--- src/hw/rtl/ptt_pkg.sv ---
// types and constants shared by the timer table modules
package ptt_pkg;

    localparam int NUM_SLOTS = 16;
    localparam int IDX_W     = (NUM_SLOTS > 1) ? $clog2(NUM_SLOTS) : 1;
    localparam int ID_W      = 16;
    localparam int PER_W     = 31;
    localparam int TICK_W    = 16;
    localparam int REQ_W     = 3;
    localparam int DIV_STEPS = PER_W;
    localparam int DCNT_W    = $clog2(DIV_STEPS);

    localparam logic [TICK_W-1:0] TICK_RESET = TICK_W'(100);
    localparam logic [PER_W-1:0]  PER_MAX    = {PER_W{1'b1}};

    typedef enum logic [REQ_W-1:0] {
        REQ_TICK    = 3'd0,
        REQ_CREATE  = 3'd1,
        REQ_DELETE  = 3'd2,
        REQ_RESTART = 3'd3,
        REQ_CHANGE  = 3'd4
    } t_req;

    typedef struct packed {
        logic              start;
        logic [PER_W-1:0]  num;
        logic [TICK_W-1:0] den;
    } t_div_req;

    typedef struct packed {
        logic             done;
        logic [PER_W-1:0] quot;
    } t_div_rsp;

endpackage

--- src/hw/rtl/periodic_timer_table_unit.sv ---
// tick: walks the slots, running a reload division for each periodic expiry
// create: one division; delete: a search of up to 16 slots
// restart: search plus one division; change period: search plus one or two divisions
// shared 31-step divider; the walk moves one slot per cycle but stalls at an expiry
// one transaction in flight; the next is taken once the sequencer is idle again
// synchronous active-low reset frees every slot, clears the id counter, tick_ms to 100
module periodic_timer_table_unit (
    input  logic        i_clk,
    input  logic        i_rst_n,
    input  logic        i_cfg_we,
    input  logic [15:0] i_cfg_wdata,
    input  logic        i_s_axis_tvalid,
    output logic        o_s_axis_tready,
    input  logic [47:0] i_s_axis_tdata,   // target_id[15:0], period_ms[46:16], reload[47]
    input  logic [2:0]  i_s_axis_tuser,   // req_type[2:0]
    output logic        o_m_axis_tvalid,
    input  logic        i_m_axis_tready,
    output logic [15:0] o_m_axis_tdata,   // result_id[15:0]
    output logic [1:0]  o_m_axis_tuser,   // status[0], fired[1]
    output logic        o_m_axis_tlast
);

    localparam int NS    = ptt_pkg::NUM_SLOTS;
    localparam int IW    = ptt_pkg::IDX_W;
    localparam int PW    = ptt_pkg::PER_W;
    localparam int DW    = ptt_pkg::ID_W;

    typedef enum logic [3:0] {
        S_IDLE,
        S_TICK,
        S_TICK_DIV,
        S_TICK_END,
        S_CREATE_DIV,
        S_FIND,
        S_RESTART_DIV,
        S_CP_DIV1,
        S_CP_DIV2,
        S_EMIT
    } t_state;

    // control
    t_state                     r_state, n_state;
    logic [IW-1:0]              r_idx, n_idx;
    logic [NS-1:0]              r_used, n_used;
    logic [DW-1:0]              r_id_ctr, n_id_ctr;
    logic [ptt_pkg::TICK_W-1:0] r_tick;
    logic                       r_pend_valid, n_pend_valid;
    logic                       r_out_valid, n_out_valid;
    logic                       r_div_start, n_div_start;

    // payload
    ptt_pkg::t_req              r_req, n_req;
    logic [DW-1:0]              r_tid, n_tid;
    logic [PW-1:0]              r_per, n_per;
    logic                       r_rel, n_rel;
    logic                       r_neg, n_neg;
    logic [DW-1:0]              r_pend_id, n_pend_id;
    logic [DW-1:0]              r_out_id, n_out_id;
    logic                       r_out_status, n_out_status;
    logic                       r_out_fired, n_out_fired;
    logic                       r_out_last, n_out_last;
    logic                       r_res_status, n_res_status;
    logic [DW-1:0]              r_res_id, n_res_id;
    logic [PW-1:0]              r_div_num, n_div_num;

    // slot store
    logic [DW-1:0]              r_slot_id  [NS];
    logic                       r_slot_rel [NS];
    logic [PW-1:0]              r_slot_per [NS];
    logic [PW-1:0]              r_slot_cnt [NS];

    logic                       w_create;
    logic                       w_cnt_en;
    logic [PW-1:0]              w_cnt_val;
    logic                       w_per_en;

    logic                       s_accept;
    logic                       out_free;
    logic [ptt_pkg::TICK_W-1:0] divisor;
    logic                       free_found;
    logic [IW-1:0]              free_idx;
    logic [DW-1:0]              next_id;
    logic [DW-1:0]              cur_id;
    logic                       cur_rel;
    logic [PW-1:0]              cur_per;
    logic [PW-1:0]              cur_cnt;
    logic [PW:0]                cp_sum;
    logic                       last_idx;

    ptt_pkg::t_div_req          div_req;
    ptt_pkg::t_div_rsp          div_rsp;

    ptt_div u_div (
        .i_clk   (i_clk),
        .i_rst_n (i_rst_n),
        .i_req   (div_req),
        .o_rsp   (div_rsp)
    );

    assign divisor       = (r_tick == '0) ? ptt_pkg::TICK_W'(1) : r_tick;
    assign div_req.start = r_div_start;
    assign div_req.num   = r_div_num;
    assign div_req.den   = divisor;

    assign o_s_axis_tready = (r_state == S_IDLE);
    assign s_accept        = i_s_axis_tvalid && o_s_axis_tready;
    assign out_free        = !r_out_valid || i_m_axis_tready;

    assign cur_id   = r_slot_id[r_idx];
    assign cur_rel  = r_slot_rel[r_idx];
    assign cur_per  = r_slot_per[r_idx];
    assign cur_cnt  = r_slot_cnt[r_idx];
    assign last_idx = (r_idx == IW'(NS - 1));
    assign next_id  = (r_id_ctr == {DW{1'b1}}) ? DW'(1) : r_id_ctr + DW'(1);
    assign cp_sum   = {1'b0, cur_cnt} + {1'b0, div_rsp.quot};

    // lowest free slot
    always_comb begin
        free_found = 1'b0;
        free_idx   = '0;
        for (int i = NS - 1; i >= 0; i--) begin
            if (!r_used[i]) begin
                free_found = 1'b1;
                free_idx   = IW'(i);
            end
        end
    end

    always_comb begin
        n_state      = r_state;
        n_idx        = r_idx;
        n_used       = r_used;
        n_id_ctr     = r_id_ctr;
        n_pend_valid = r_pend_valid;
        n_pend_id    = r_pend_id;
        n_out_valid  = r_out_valid;
        n_out_id     = r_out_id;
        n_out_status = r_out_status;
        n_out_fired  = r_out_fired;
        n_out_last   = r_out_last;
        n_res_status = r_res_status;
        n_res_id     = r_res_id;
        n_div_start  = 1'b0;
        n_div_num    = r_div_num;
        n_req        = r_req;
        n_tid        = r_tid;
        n_per        = r_per;
        n_rel        = r_rel;
        n_neg        = r_neg;
        w_create     = 1'b0;
        w_cnt_en     = 1'b0;
        w_cnt_val    = '0;
        w_per_en     = 1'b0;

        if (r_out_valid && i_m_axis_tready) begin
            n_out_valid = 1'b0;
        end

        unique case (r_state)
            S_IDLE: begin
                if (s_accept) begin
                    n_req = ptt_pkg::t_req'(i_s_axis_tuser);
                    n_tid = i_s_axis_tdata[15:0];
                    n_per = i_s_axis_tdata[46:16];
                    n_rel = i_s_axis_tdata[47];
                    n_idx = '0;
                    unique case (i_s_axis_tuser)
                        ptt_pkg::REQ_TICK: begin
                            n_pend_valid = 1'b0;
                            n_state      = S_TICK;
                        end
                        ptt_pkg::REQ_CREATE: begin
                            if (free_found) begin
                                n_idx       = free_idx;
                                n_div_num   = i_s_axis_tdata[46:16];
                                n_div_start = 1'b1;
                                n_state     = S_CREATE_DIV;
                            end else begin
                                n_res_status = 1'b1;
                                n_res_id     = '0;
                                n_state      = S_EMIT;
                            end
                        end
                        ptt_pkg::REQ_DELETE,
                        ptt_pkg::REQ_RESTART,
                        ptt_pkg::REQ_CHANGE: begin
                            n_state = S_FIND;
                        end
                        default: ;  // unknown request: dropped without a result
                    endcase
                end
            end

            S_TICK: begin
                if (r_used[r_idx] && cur_cnt == '0) begin
                    // an earlier expiry is held back until we know it is not the last
                    if (!r_pend_valid || out_free) begin
                        if (r_pend_valid) begin
                            n_out_valid  = 1'b1;
                            n_out_id     = r_pend_id;
                            n_out_status = 1'b0;
                            n_out_fired  = 1'b1;
                            n_out_last   = 1'b0;
                        end
                        n_pend_valid = 1'b1;
                        n_pend_id    = cur_id;
                        if (cur_rel) begin
                            n_div_num   = cur_per;
                            n_div_start = 1'b1;
                            n_state     = S_TICK_DIV;
                        end else begin
                            n_used[r_idx] = 1'b0;
                            n_idx         = r_idx + IW'(1);
                            if (last_idx) n_state = S_TICK_END;
                        end
                    end
                end else begin
                    if (r_used[r_idx]) begin
                        w_cnt_en  = 1'b1;
                        w_cnt_val = cur_cnt - PW'(1);
                    end
                    n_idx = r_idx + IW'(1);
                    if (last_idx) n_state = S_TICK_END;
                end
            end

            S_TICK_DIV: begin
                if (div_rsp.done) begin
                    // reloaded count is decremented in the same tick
                    w_cnt_en  = 1'b1;
                    w_cnt_val = (div_rsp.quot == '0) ? '0 : div_rsp.quot - PW'(1);
                    n_idx     = r_idx + IW'(1);
                    n_state   = last_idx ? S_TICK_END : S_TICK;
                end
            end

            S_TICK_END: begin
                if (!r_pend_valid) begin
                    n_state = S_IDLE;
                end else if (out_free) begin
                    n_out_valid  = 1'b1;
                    n_out_id     = r_pend_id;
                    n_out_status = 1'b0;
                    n_out_fired  = 1'b1;
                    n_out_last   = 1'b1;
                    n_pend_valid = 1'b0;
                    n_state      = S_IDLE;
                end
            end

            S_CREATE_DIV: begin
                if (div_rsp.done) begin
                    w_create      = 1'b1;
                    n_used[r_idx] = 1'b1;
                    n_id_ctr      = next_id;
                    n_res_status  = 1'b0;
                    n_res_id      = next_id;
                    n_state       = S_EMIT;
                end
            end

            S_FIND: begin
                n_res_status = 1'b0;
                n_res_id     = '0;
                if (r_used[r_idx] && cur_id == r_tid) begin
                    unique case (r_req)
                        ptt_pkg::REQ_DELETE: begin
                            n_used[r_idx] = 1'b0;
                            n_state       = S_EMIT;
                        end
                        ptt_pkg::REQ_RESTART: begin
                            n_div_num   = cur_per;
                            n_div_start = 1'b1;
                            n_state     = S_RESTART_DIV;
                        end
                        default: begin
                            n_div_num   = r_per;
                            n_div_start = 1'b1;
                            n_state     = S_CP_DIV1;
                        end
                    endcase
                end else if (last_idx) begin
                    n_state = S_EMIT;
                end else begin
                    n_idx = r_idx + IW'(1);
                end
            end

            S_RESTART_DIV: begin
                if (div_rsp.done) begin
                    w_cnt_en  = 1'b1;
                    w_cnt_val = div_rsp.quot;
                    n_state   = S_EMIT;
                end
            end

            S_CP_DIV1: begin
                if (div_rsp.done) begin
                    if (cur_cnt >= div_rsp.quot) begin
                        w_cnt_en  = 1'b1;
                        w_cnt_val = div_rsp.quot;
                        w_per_en  = 1'b1;
                        n_state   = S_EMIT;
                    end else begin
                        // magnitude of the period change, sign kept aside
                        n_neg       = (r_per < cur_per);
                        n_div_num   = (r_per < cur_per) ? cur_per - r_per : r_per - cur_per;
                        n_div_start = 1'b1;
                        n_state     = S_CP_DIV2;
                    end
                end
            end

            S_CP_DIV2: begin
                if (div_rsp.done) begin
                    w_cnt_en = 1'b1;
                    w_per_en = 1'b1;
                    if (r_neg) begin
                        w_cnt_val = (cur_cnt < div_rsp.quot) ? '0 : cur_cnt - div_rsp.quot;
                    end else begin
                        w_cnt_val = cp_sum[PW] ? ptt_pkg::PER_MAX : cp_sum[PW-1:0];
                    end
                    n_state = S_EMIT;
                end
            end

            S_EMIT: begin
                if (out_free) begin
                    n_out_valid  = 1'b1;
                    n_out_id     = r_res_id;
                    n_out_status = r_res_status;
                    n_out_fired  = 1'b0;
                    n_out_last   = 1'b1;
                    n_state      = S_IDLE;
                end
            end

            default: n_state = S_IDLE;
        endcase
    end

    always_ff @(posedge i_clk) begin
        if (!i_rst_n) begin
            r_state      <= S_IDLE;
            r_idx        <= '0;
            r_used       <= '0;
            r_id_ctr     <= '0;
            r_tick       <= ptt_pkg::TICK_RESET;
            r_pend_valid <= 1'b0;
            r_out_valid  <= 1'b0;
            r_div_start  <= 1'b0;
        end else begin
            r_state      <= n_state;
            r_idx        <= n_idx;
            r_used       <= n_used;
            r_id_ctr     <= n_id_ctr;
            r_pend_valid <= n_pend_valid;
            r_out_valid  <= n_out_valid;
            r_div_start  <= n_div_start;
            if (i_cfg_we) begin
                r_tick <= i_cfg_wdata;
            end
        end
        r_req        <= n_req;
        r_tid        <= n_tid;
        r_per        <= n_per;
        r_rel        <= n_rel;
        r_neg        <= n_neg;
        r_pend_id    <= n_pend_id;
        r_out_id     <= n_out_id;
        r_out_status <= n_out_status;
        r_out_fired  <= n_out_fired;
        r_out_last   <= n_out_last;
        r_res_status <= n_res_status;
        r_res_id     <= n_res_id;
        r_div_num    <= n_div_num;
    end

    // slot store, at most one entry written per cycle
    always_ff @(posedge i_clk) begin
        if (w_create) begin
            r_slot_id[r_idx]  <= next_id;
            r_slot_rel[r_idx] <= r_rel;
            r_slot_per[r_idx] <= r_per;
            r_slot_cnt[r_idx] <= div_rsp.quot;
        end
        if (w_cnt_en) begin
            r_slot_cnt[r_idx] <= w_cnt_val;
        end
        if (w_per_en) begin
            r_slot_per[r_idx] <= r_per;
        end
    end

    assign o_m_axis_tvalid = r_out_valid;
    assign o_m_axis_tdata  = r_out_id;
    assign o_m_axis_tuser  = {r_out_fired, r_out_status};
    assign o_m_axis_tlast  = r_out_last;

endmodule

--- src/hw/rtl/ptt_div.sv ---
// radix-2 restoring divider, one quotient bit per cycle
module ptt_div (
    input  logic              i_clk,
    input  logic              i_rst_n,
    input  ptt_pkg::t_div_req i_req,
    output ptt_pkg::t_div_rsp o_rsp
);

    typedef enum logic {
        D_IDLE,
        D_RUN
    } t_dstate;

    t_dstate                          r_state;
    logic                             r_done;
    logic [ptt_pkg::DCNT_W-1:0]       r_cnt;
    logic [ptt_pkg::PER_W-1:0]        r_num;
    logic [ptt_pkg::TICK_W-1:0]       r_rem;
    logic [ptt_pkg::TICK_W-1:0]       r_den;

    logic [ptt_pkg::TICK_W:0]         trial;
    logic [ptt_pkg::TICK_W:0]         diff;
    logic                             ge;

    assign trial = {r_rem, r_num[ptt_pkg::PER_W-1]};
    assign ge    = (trial >= {1'b0, r_den});
    assign diff  = trial - {1'b0, r_den};

    always_ff @(posedge i_clk) begin
        if (!i_rst_n) begin
            r_state <= D_IDLE;
            r_done  <= 1'b0;
            r_cnt   <= '0;
        end else begin
            unique case (r_state)
                D_IDLE: begin
                    r_done <= 1'b0;
                    if (i_req.start) begin
                        r_num   <= i_req.num;
                        r_den   <= i_req.den;
                        r_rem   <= '0;
                        r_cnt   <= '0;
                        r_state <= D_RUN;
                    end
                end
                D_RUN: begin
                    // quotient bits shift in where the dividend bits leave
                    r_num <= {r_num[ptt_pkg::PER_W-2:0], ge};
                    r_rem <= ge ? diff[ptt_pkg::TICK_W-1:0] : trial[ptt_pkg::TICK_W-1:0];
                    if (r_cnt == ptt_pkg::DCNT_W'(ptt_pkg::DIV_STEPS - 1)) begin
                        r_done  <= 1'b1;
                        r_state <= D_IDLE;
                    end else begin
                        r_cnt <= r_cnt + ptt_pkg::DCNT_W'(1);
                    end
                end
                default: r_state <= D_IDLE;
            endcase
        end
    end

    assign o_rsp.done = r_done;
    assign o_rsp.quot = r_num;

endmodule

--- config.mk ---
export PLATFORM = sky130hd
export DESIGN_NAME = periodic_timer_table_unit
export DESIGN_NICKNAME = d
export VERILOG_FILES = /design/src/hw/rtl/ptt_pkg.sv /design/src/hw/rtl/periodic_timer_table_unit.sv /design/src/hw/rtl/ptt_div.sv
export SDC_FILE = /design/constraint.sdc
export NUM_CORES = 2
export LEC_CHECK = 0
export ABC_AREA = 0
export BUFFER_PORTS_ARGS = -buffer_cell sky130_fd_sc_hd__buf_4
export CAP_MARGIN = 15
export CORE_MARGIN = 1
export CORE_UTILIZATION = 44
export DETAILED_ROUTE_END_ITERATION = 10
export PLACE_DENSITY_LB_ADDON = 0.05
export SYNTH_ARGS = -nofsm -noshare
export SYNTH_HDL_FRONTEND = slang
export SYNTH_HIERARCHICAL = 1
export SYNTH_SLANG_ARGS = --single-unit
--- constraint.sdc ---
create_clock -name i_clk -period 6.7 [get_ports i_clk]
set_input_delay 1.34 -clock i_clk [delete_from_list [all_inputs] [get_ports i_clk]]
set_output_delay 1.34 -clock i_clk [all_outputs]
set_load 0.02 [all_outputs]
After elaboration in Yosys (flattened, before gate mapping):

Memories as Yosys holds them, arrays and structs flattened. A register that Yosys moved wholly into a read port is not among the register bits.
Cells that the tools add are included.
Widths: inputs -> output; s select.

* register bits: 264
* bits in writable memories: 1264
* logic and storage cells: 332
* memories: 4

Memory list
* r_slot_cnt: depth 16, width 31, rd ports 1, clocked after memory_dff 1, write ports 1, RTL line periodic_timer_table_unit.sv:70 `logic [PW-1:0] r_slot_cnt [NS];`
* r_slot_per: depth 16, width 31, rd ports 1, clocked after memory_dff 1, write ports 1, RTL line periodic_timer_table_unit.sv:69 `logic [PW-1:0] r_slot_per [NS];`
* r_slot_id: depth 16, width 16, rd ports 1, clocked after memory_dff 1, write ports 1, RTL line periodic_timer_table_unit.sv:67 `logic [DW-1:0] r_slot_id [NS];`
* r_slot_rel: depth 16, width 1, rd ports 1, clocked after memory_dff 1, write ports 1, RTL line periodic_timer_table_unit.sv:68 `logic r_slot_rel [NS];`

* $add $sub $neg: 10
* $lt $le $gt $ge: 6
* eq/ne operators: 49
* muxes and demuxes: 191
* bitwise gates (word level): 7
* reduce and logical (&&, ||, !) cells: 38

Operators with widths (number)
* $mux 31: 24
* $mux 16: 19
* $mux 4: 46
* $pmux 31 s5: 1
* $pmux 16 s3: 3
* $pmux 31 s2: 2
* $pmux 31 s4: 1
* $sub 31x31->31: 3
* $mux 1: 73
* $logic_not 31->1: 2
* $lt 31x31->1: 2
* $sub 31x1->31 const B: 2
* $ne 2x2->1 const B: 17
* $add 31x31->32: 1
* $pmux 16 s2: 1
* $pmux 4 s8: 1
* $ge 31x31->1: 1
* $reduce_and 7->1: 4
* $pmux 1 s3: 7
* $ne 2x1->1 const B: 9
* $ge 17x16->1: 1
* $add 16x1->16 const B: 1
* $and 16x16->16: 1
* $eq 16x16->1: 1
* other kinds (43): 78

Depth between registers and ports, before layout:

* word-level depth: 22
* mapped depth: 27

Hierarchy:

The synthesis kept the hierarchy.

Modules (own cells, without submodules)
* periodic_timer_table_unit: times used 1, cells an instance 4242, area an instance 65840.6 µm², sequential area each 43271.5 µm²
* ptt_div: times used 1, cells an instance 313, area an instance 3763.6 µm², sequential area each 2031.9 µm²

Least setup slack after synthesis:

OpenSTA, ideal clock, no wires.

* path kind: register to register
* from: register (tool-made name)
* to: register r_div_start
* arrival time: 6.891 ns
* required time: 6.628 ns
* path slack: -0.263 ns
* stages on the path, launching flop included: 20
* path buffers: 5
* cells stage by stage: dfxtp_1 -> buf_2 -> buf_2 -> buf_2 -> buf_1 -> buf_1 -> mux2_2 -> o21ai_0 -> inv_1 -> ha_1 -> nand2b_1 -> a211oi_1 -> o211ai_1 -> a31oi_1 -> o21ai_0 -> nand2_1 -> o21ai_0 -> or3b_1 -> nor3_1 -> and4_1

RTL lines
* end signal, assigned: RTL line periodic_timer_table_unit.sv:359 `r_div_start <= n_div_start;`
* end, declared: RTL line periodic_timer_table_unit.sv:49 `logic r_div_start, n_div_start;`

==> flow_summary.toml <==
[routing]
drc = 2
via_per_inst = 5.998
dr.first_iter.drc_count = 4055
vias = 41990
wl_per_cell_um = 29.21
ant_nets = 0
wl_um = 204500
drt_first_pass_iters = 11

[grt]
grt_max_degree = 73
grt_overflow_total = 0
grt_pass1_wl_um = 294800
antenna_found_initial = 4
grt_pass1_vias = 41660
grt_usage_pct = 25.67

[synthesis]
synth_cell_type_count = 92
yosysWarnings = 6
ys_seq_area_share_pct = 65.09
synth_largest_area_cell = "edfxtp_1"
ys_async_sr_fraction_pct = 0
synth-main-ff-cell = "edfxtp_1"
synth_nets = 4781
ys_ff_latch = 1532
avgSynthCellArea_um2 = 15.28
synth_enable_flop_cells = 1462
syn_inst = 4555
syn_area_um2 = 69600
yosys-top-cells-area = "edfxtp_1, mux4_2, ha_1"
netlist.area_leader.share_pct = 63.07

[power_and_ir_drop]
combPwrFrac_pct = 28.5
clockPowerShare_pct = 30.1
p_leak_nw = 26.75
p_sw_share_pct = 32.36
intPower_mw = 19.30
seqPwrFrac_pct = 41.4
power_switching_mw = 9.234
p_per_area_nw_per_um2 = 357.3
peakVddDrop_uv = 280.4

[placed_design]
port_buffers = 92
place_hpwl_um = 134300
gp_congestion = 0.9285

[floorplanning]
chipHeight_um = 399.7
row_count = 145
design.core.area_um2 = 156600
die_area_um2 = 159800
die_w_um = 399.7
num_io_pins = 93
start_util_pct = 44.46

[finish]
fin_nets = 5039
fill_cells = 13120
layout_commonest_cell = "edfxtp_1"
final_cell_mix = "edfxtp_1, mux4_2, nand2_1, buf_4, nor2_1"
drive_above_1_share_pct = 21.59
regArea_um2 = 45320
synthToLayoutAreaGrowth_pct = 14.72
multiInputGateArea_um2 = 22920
diodes = 0

[clock_network]
clockRootBuffer = "clkbuf_16"
cts_tree = "yes"
cts.sinks = 1532
cts_setup_buffers = 0
path_clk_slew_ns = 0.06
postCtsHoldBufs = 0
cts_inserted_buffers = 161
clkLatencyLatePin_ns = 0.82
htreeDepth = 4
clk_path_buf_depth = 3
cts_resized = 0

[status]
status = "finished with violations"
violations = "design-rule violations"

[setup_path]
cp_max_fo = 28
path_class = "reg -> reg"
startpoint_type = "flip-flop"
crit_path_end_kind = "flip-flop"
cp.required_ns = 7.25
crit_arrival_ns = 6.84

[sta]
worstMarginPinSlew_ns = 1.161
maxSlewHeadroom_pct = 22.02
hold_ws_ns = 0.4604
final.min_clock_period_ns = 6.290
tns_ns = 0
rsz0062_at_grt = "false"
fmax_mhz = 159.0
finalCritPeriodShare_pct = 93.88
skew_ns = 0.05352
finalHoldViolCount = 0
slew_violations = 0
setup_viol_count_final = 0

[job]
drv_cap = 0

[min_path]
hold_class = "reg -> reg"
==> layer usage <==
layer,global-route usage (%),routed length (um),vias to the layer above
met5,0,28,-
met3,4.152,12200,302
met1,37.10,91450,21730
met2,40.35,95710,1464
met4,6.857,5145,4
li1,-,-,18490
==> sequential cells by signal, indices dropped and copies added (netlist names), 5 cells and up, named ones only <==
register	flops
r_tick	16
u_div/r_rem	16
r_div_num	31
r_tid	16
u_div/r_den	16
r_res_id	16
r_slot_per	496
r_id_ctr	16
o_m_axis_tdata	16
r_slot_cnt	496
r_pend_id	16
r_slot_id	256
u_div/r_cnt	5
r_slot_rel	16
r_per	31
u_div/r_num	31
==> synth_stat cells, drive strengths merged (54+ instances only) <==
library cell and n:
a21oi 198, a22oi 54, buf 82, clkbuf 161
dfxtp 70, edfxtp 1462, ha 149, inv 185
mux2 56, mux2i 98, mux4 338, nand2 300
nand3 79, nor2 276, nor3 71, o21ai 178
xnor2 70
==> power by group through the flow <==
| stage | clock, mW | combinational [mW] | sequential, mW |
|---|---|---|---|
| 3_3_place_gp | 0 | 8.08 | 12.0 |
| 4_1_cts | 8.77 | 8.08 | 11.8 |
| 5_1_grt | 9.10 | 8.75 | 11.9 |
| 3_5_place_dp | 0 | 8.04 | 12.0 |
| 6_report | 8.58 | 8.14 | 11.8 |
| 2_1_floorplan | 0 | 5.45 | 11.7 |
==> final timing paths <==
kind / depth (start not counted) / slack (ns) / to / startpoint
hold reg to reg: 0 / 0.46 / u_div/r_den[12] / r_tick[12]
hold / removal: 0 / 0.46 / u_div/r_den[12] / r_tick[12]
setup reg to reg: 18 / 0.41 / r_slot_cnt[14][26] / flip-flop
setup / recovery: 18 / 0.41 / r_slot_cnt[14][26] / flip-flop
==> final cells by class <==
type | count | area share [%]
flip-flops and latches | 1532 | 56.75
multi-input cells | 2591 | 28.70
clock buffers | 208 | 5.381
repair buffers | 338 | 4.071
well taps | 2058 | 3.225
clock inverters | 85 | 0.9793
inverters | 189 | 0.8916
==> cell families after synthesis <==
logic type,after synthesis,share of synthesized area [%]
buf+inv,432,2.545
flops,1532,65.09
compound gates,830,8.016
simple gates,996,6.780
fa+ha+maj,154,2.822
mux,492,13.25
xor+xnor,119,1.497
==> stage by stage <==
stage               instances  setup slack, ns  area, um^2  util, %  total power, mW
floorplan                4555          0.01126       69630        -            17.12
global placement         6705           0.4858       74750    47.74            20.08
detailed placement       6705           0.4776       74750    47.74            20.05
CTS                      6998           0.4773       79830    50.99            28.67
global route             7001           0.1184       79850    51.00            29.71
finish                   7001           0.4103       79850    51.00            28.53
==> worst max-delay path: stages (launching register included) <==
cell and delay (ns):
dfxtp_4 0.60, buf_12 0.31, buf_12 0.21, mux4_2 0.51, a22oi_1 0.20, nand2_1 0.25
ha_1 0.41, buf_4 0.17, a21o_1 0.24, nor3_1 0.22, a21boi_0 0.20, o2111ai_1 0.38
a311oi_1 0.20, o21ai_0 0.93, o21ai_0 0.26, a21oi_1 0.20, o311ai_0 0.19, a211o_1 0.39
buf_12 0.16
Note: power is estimated with default switching activity, not from simulation.
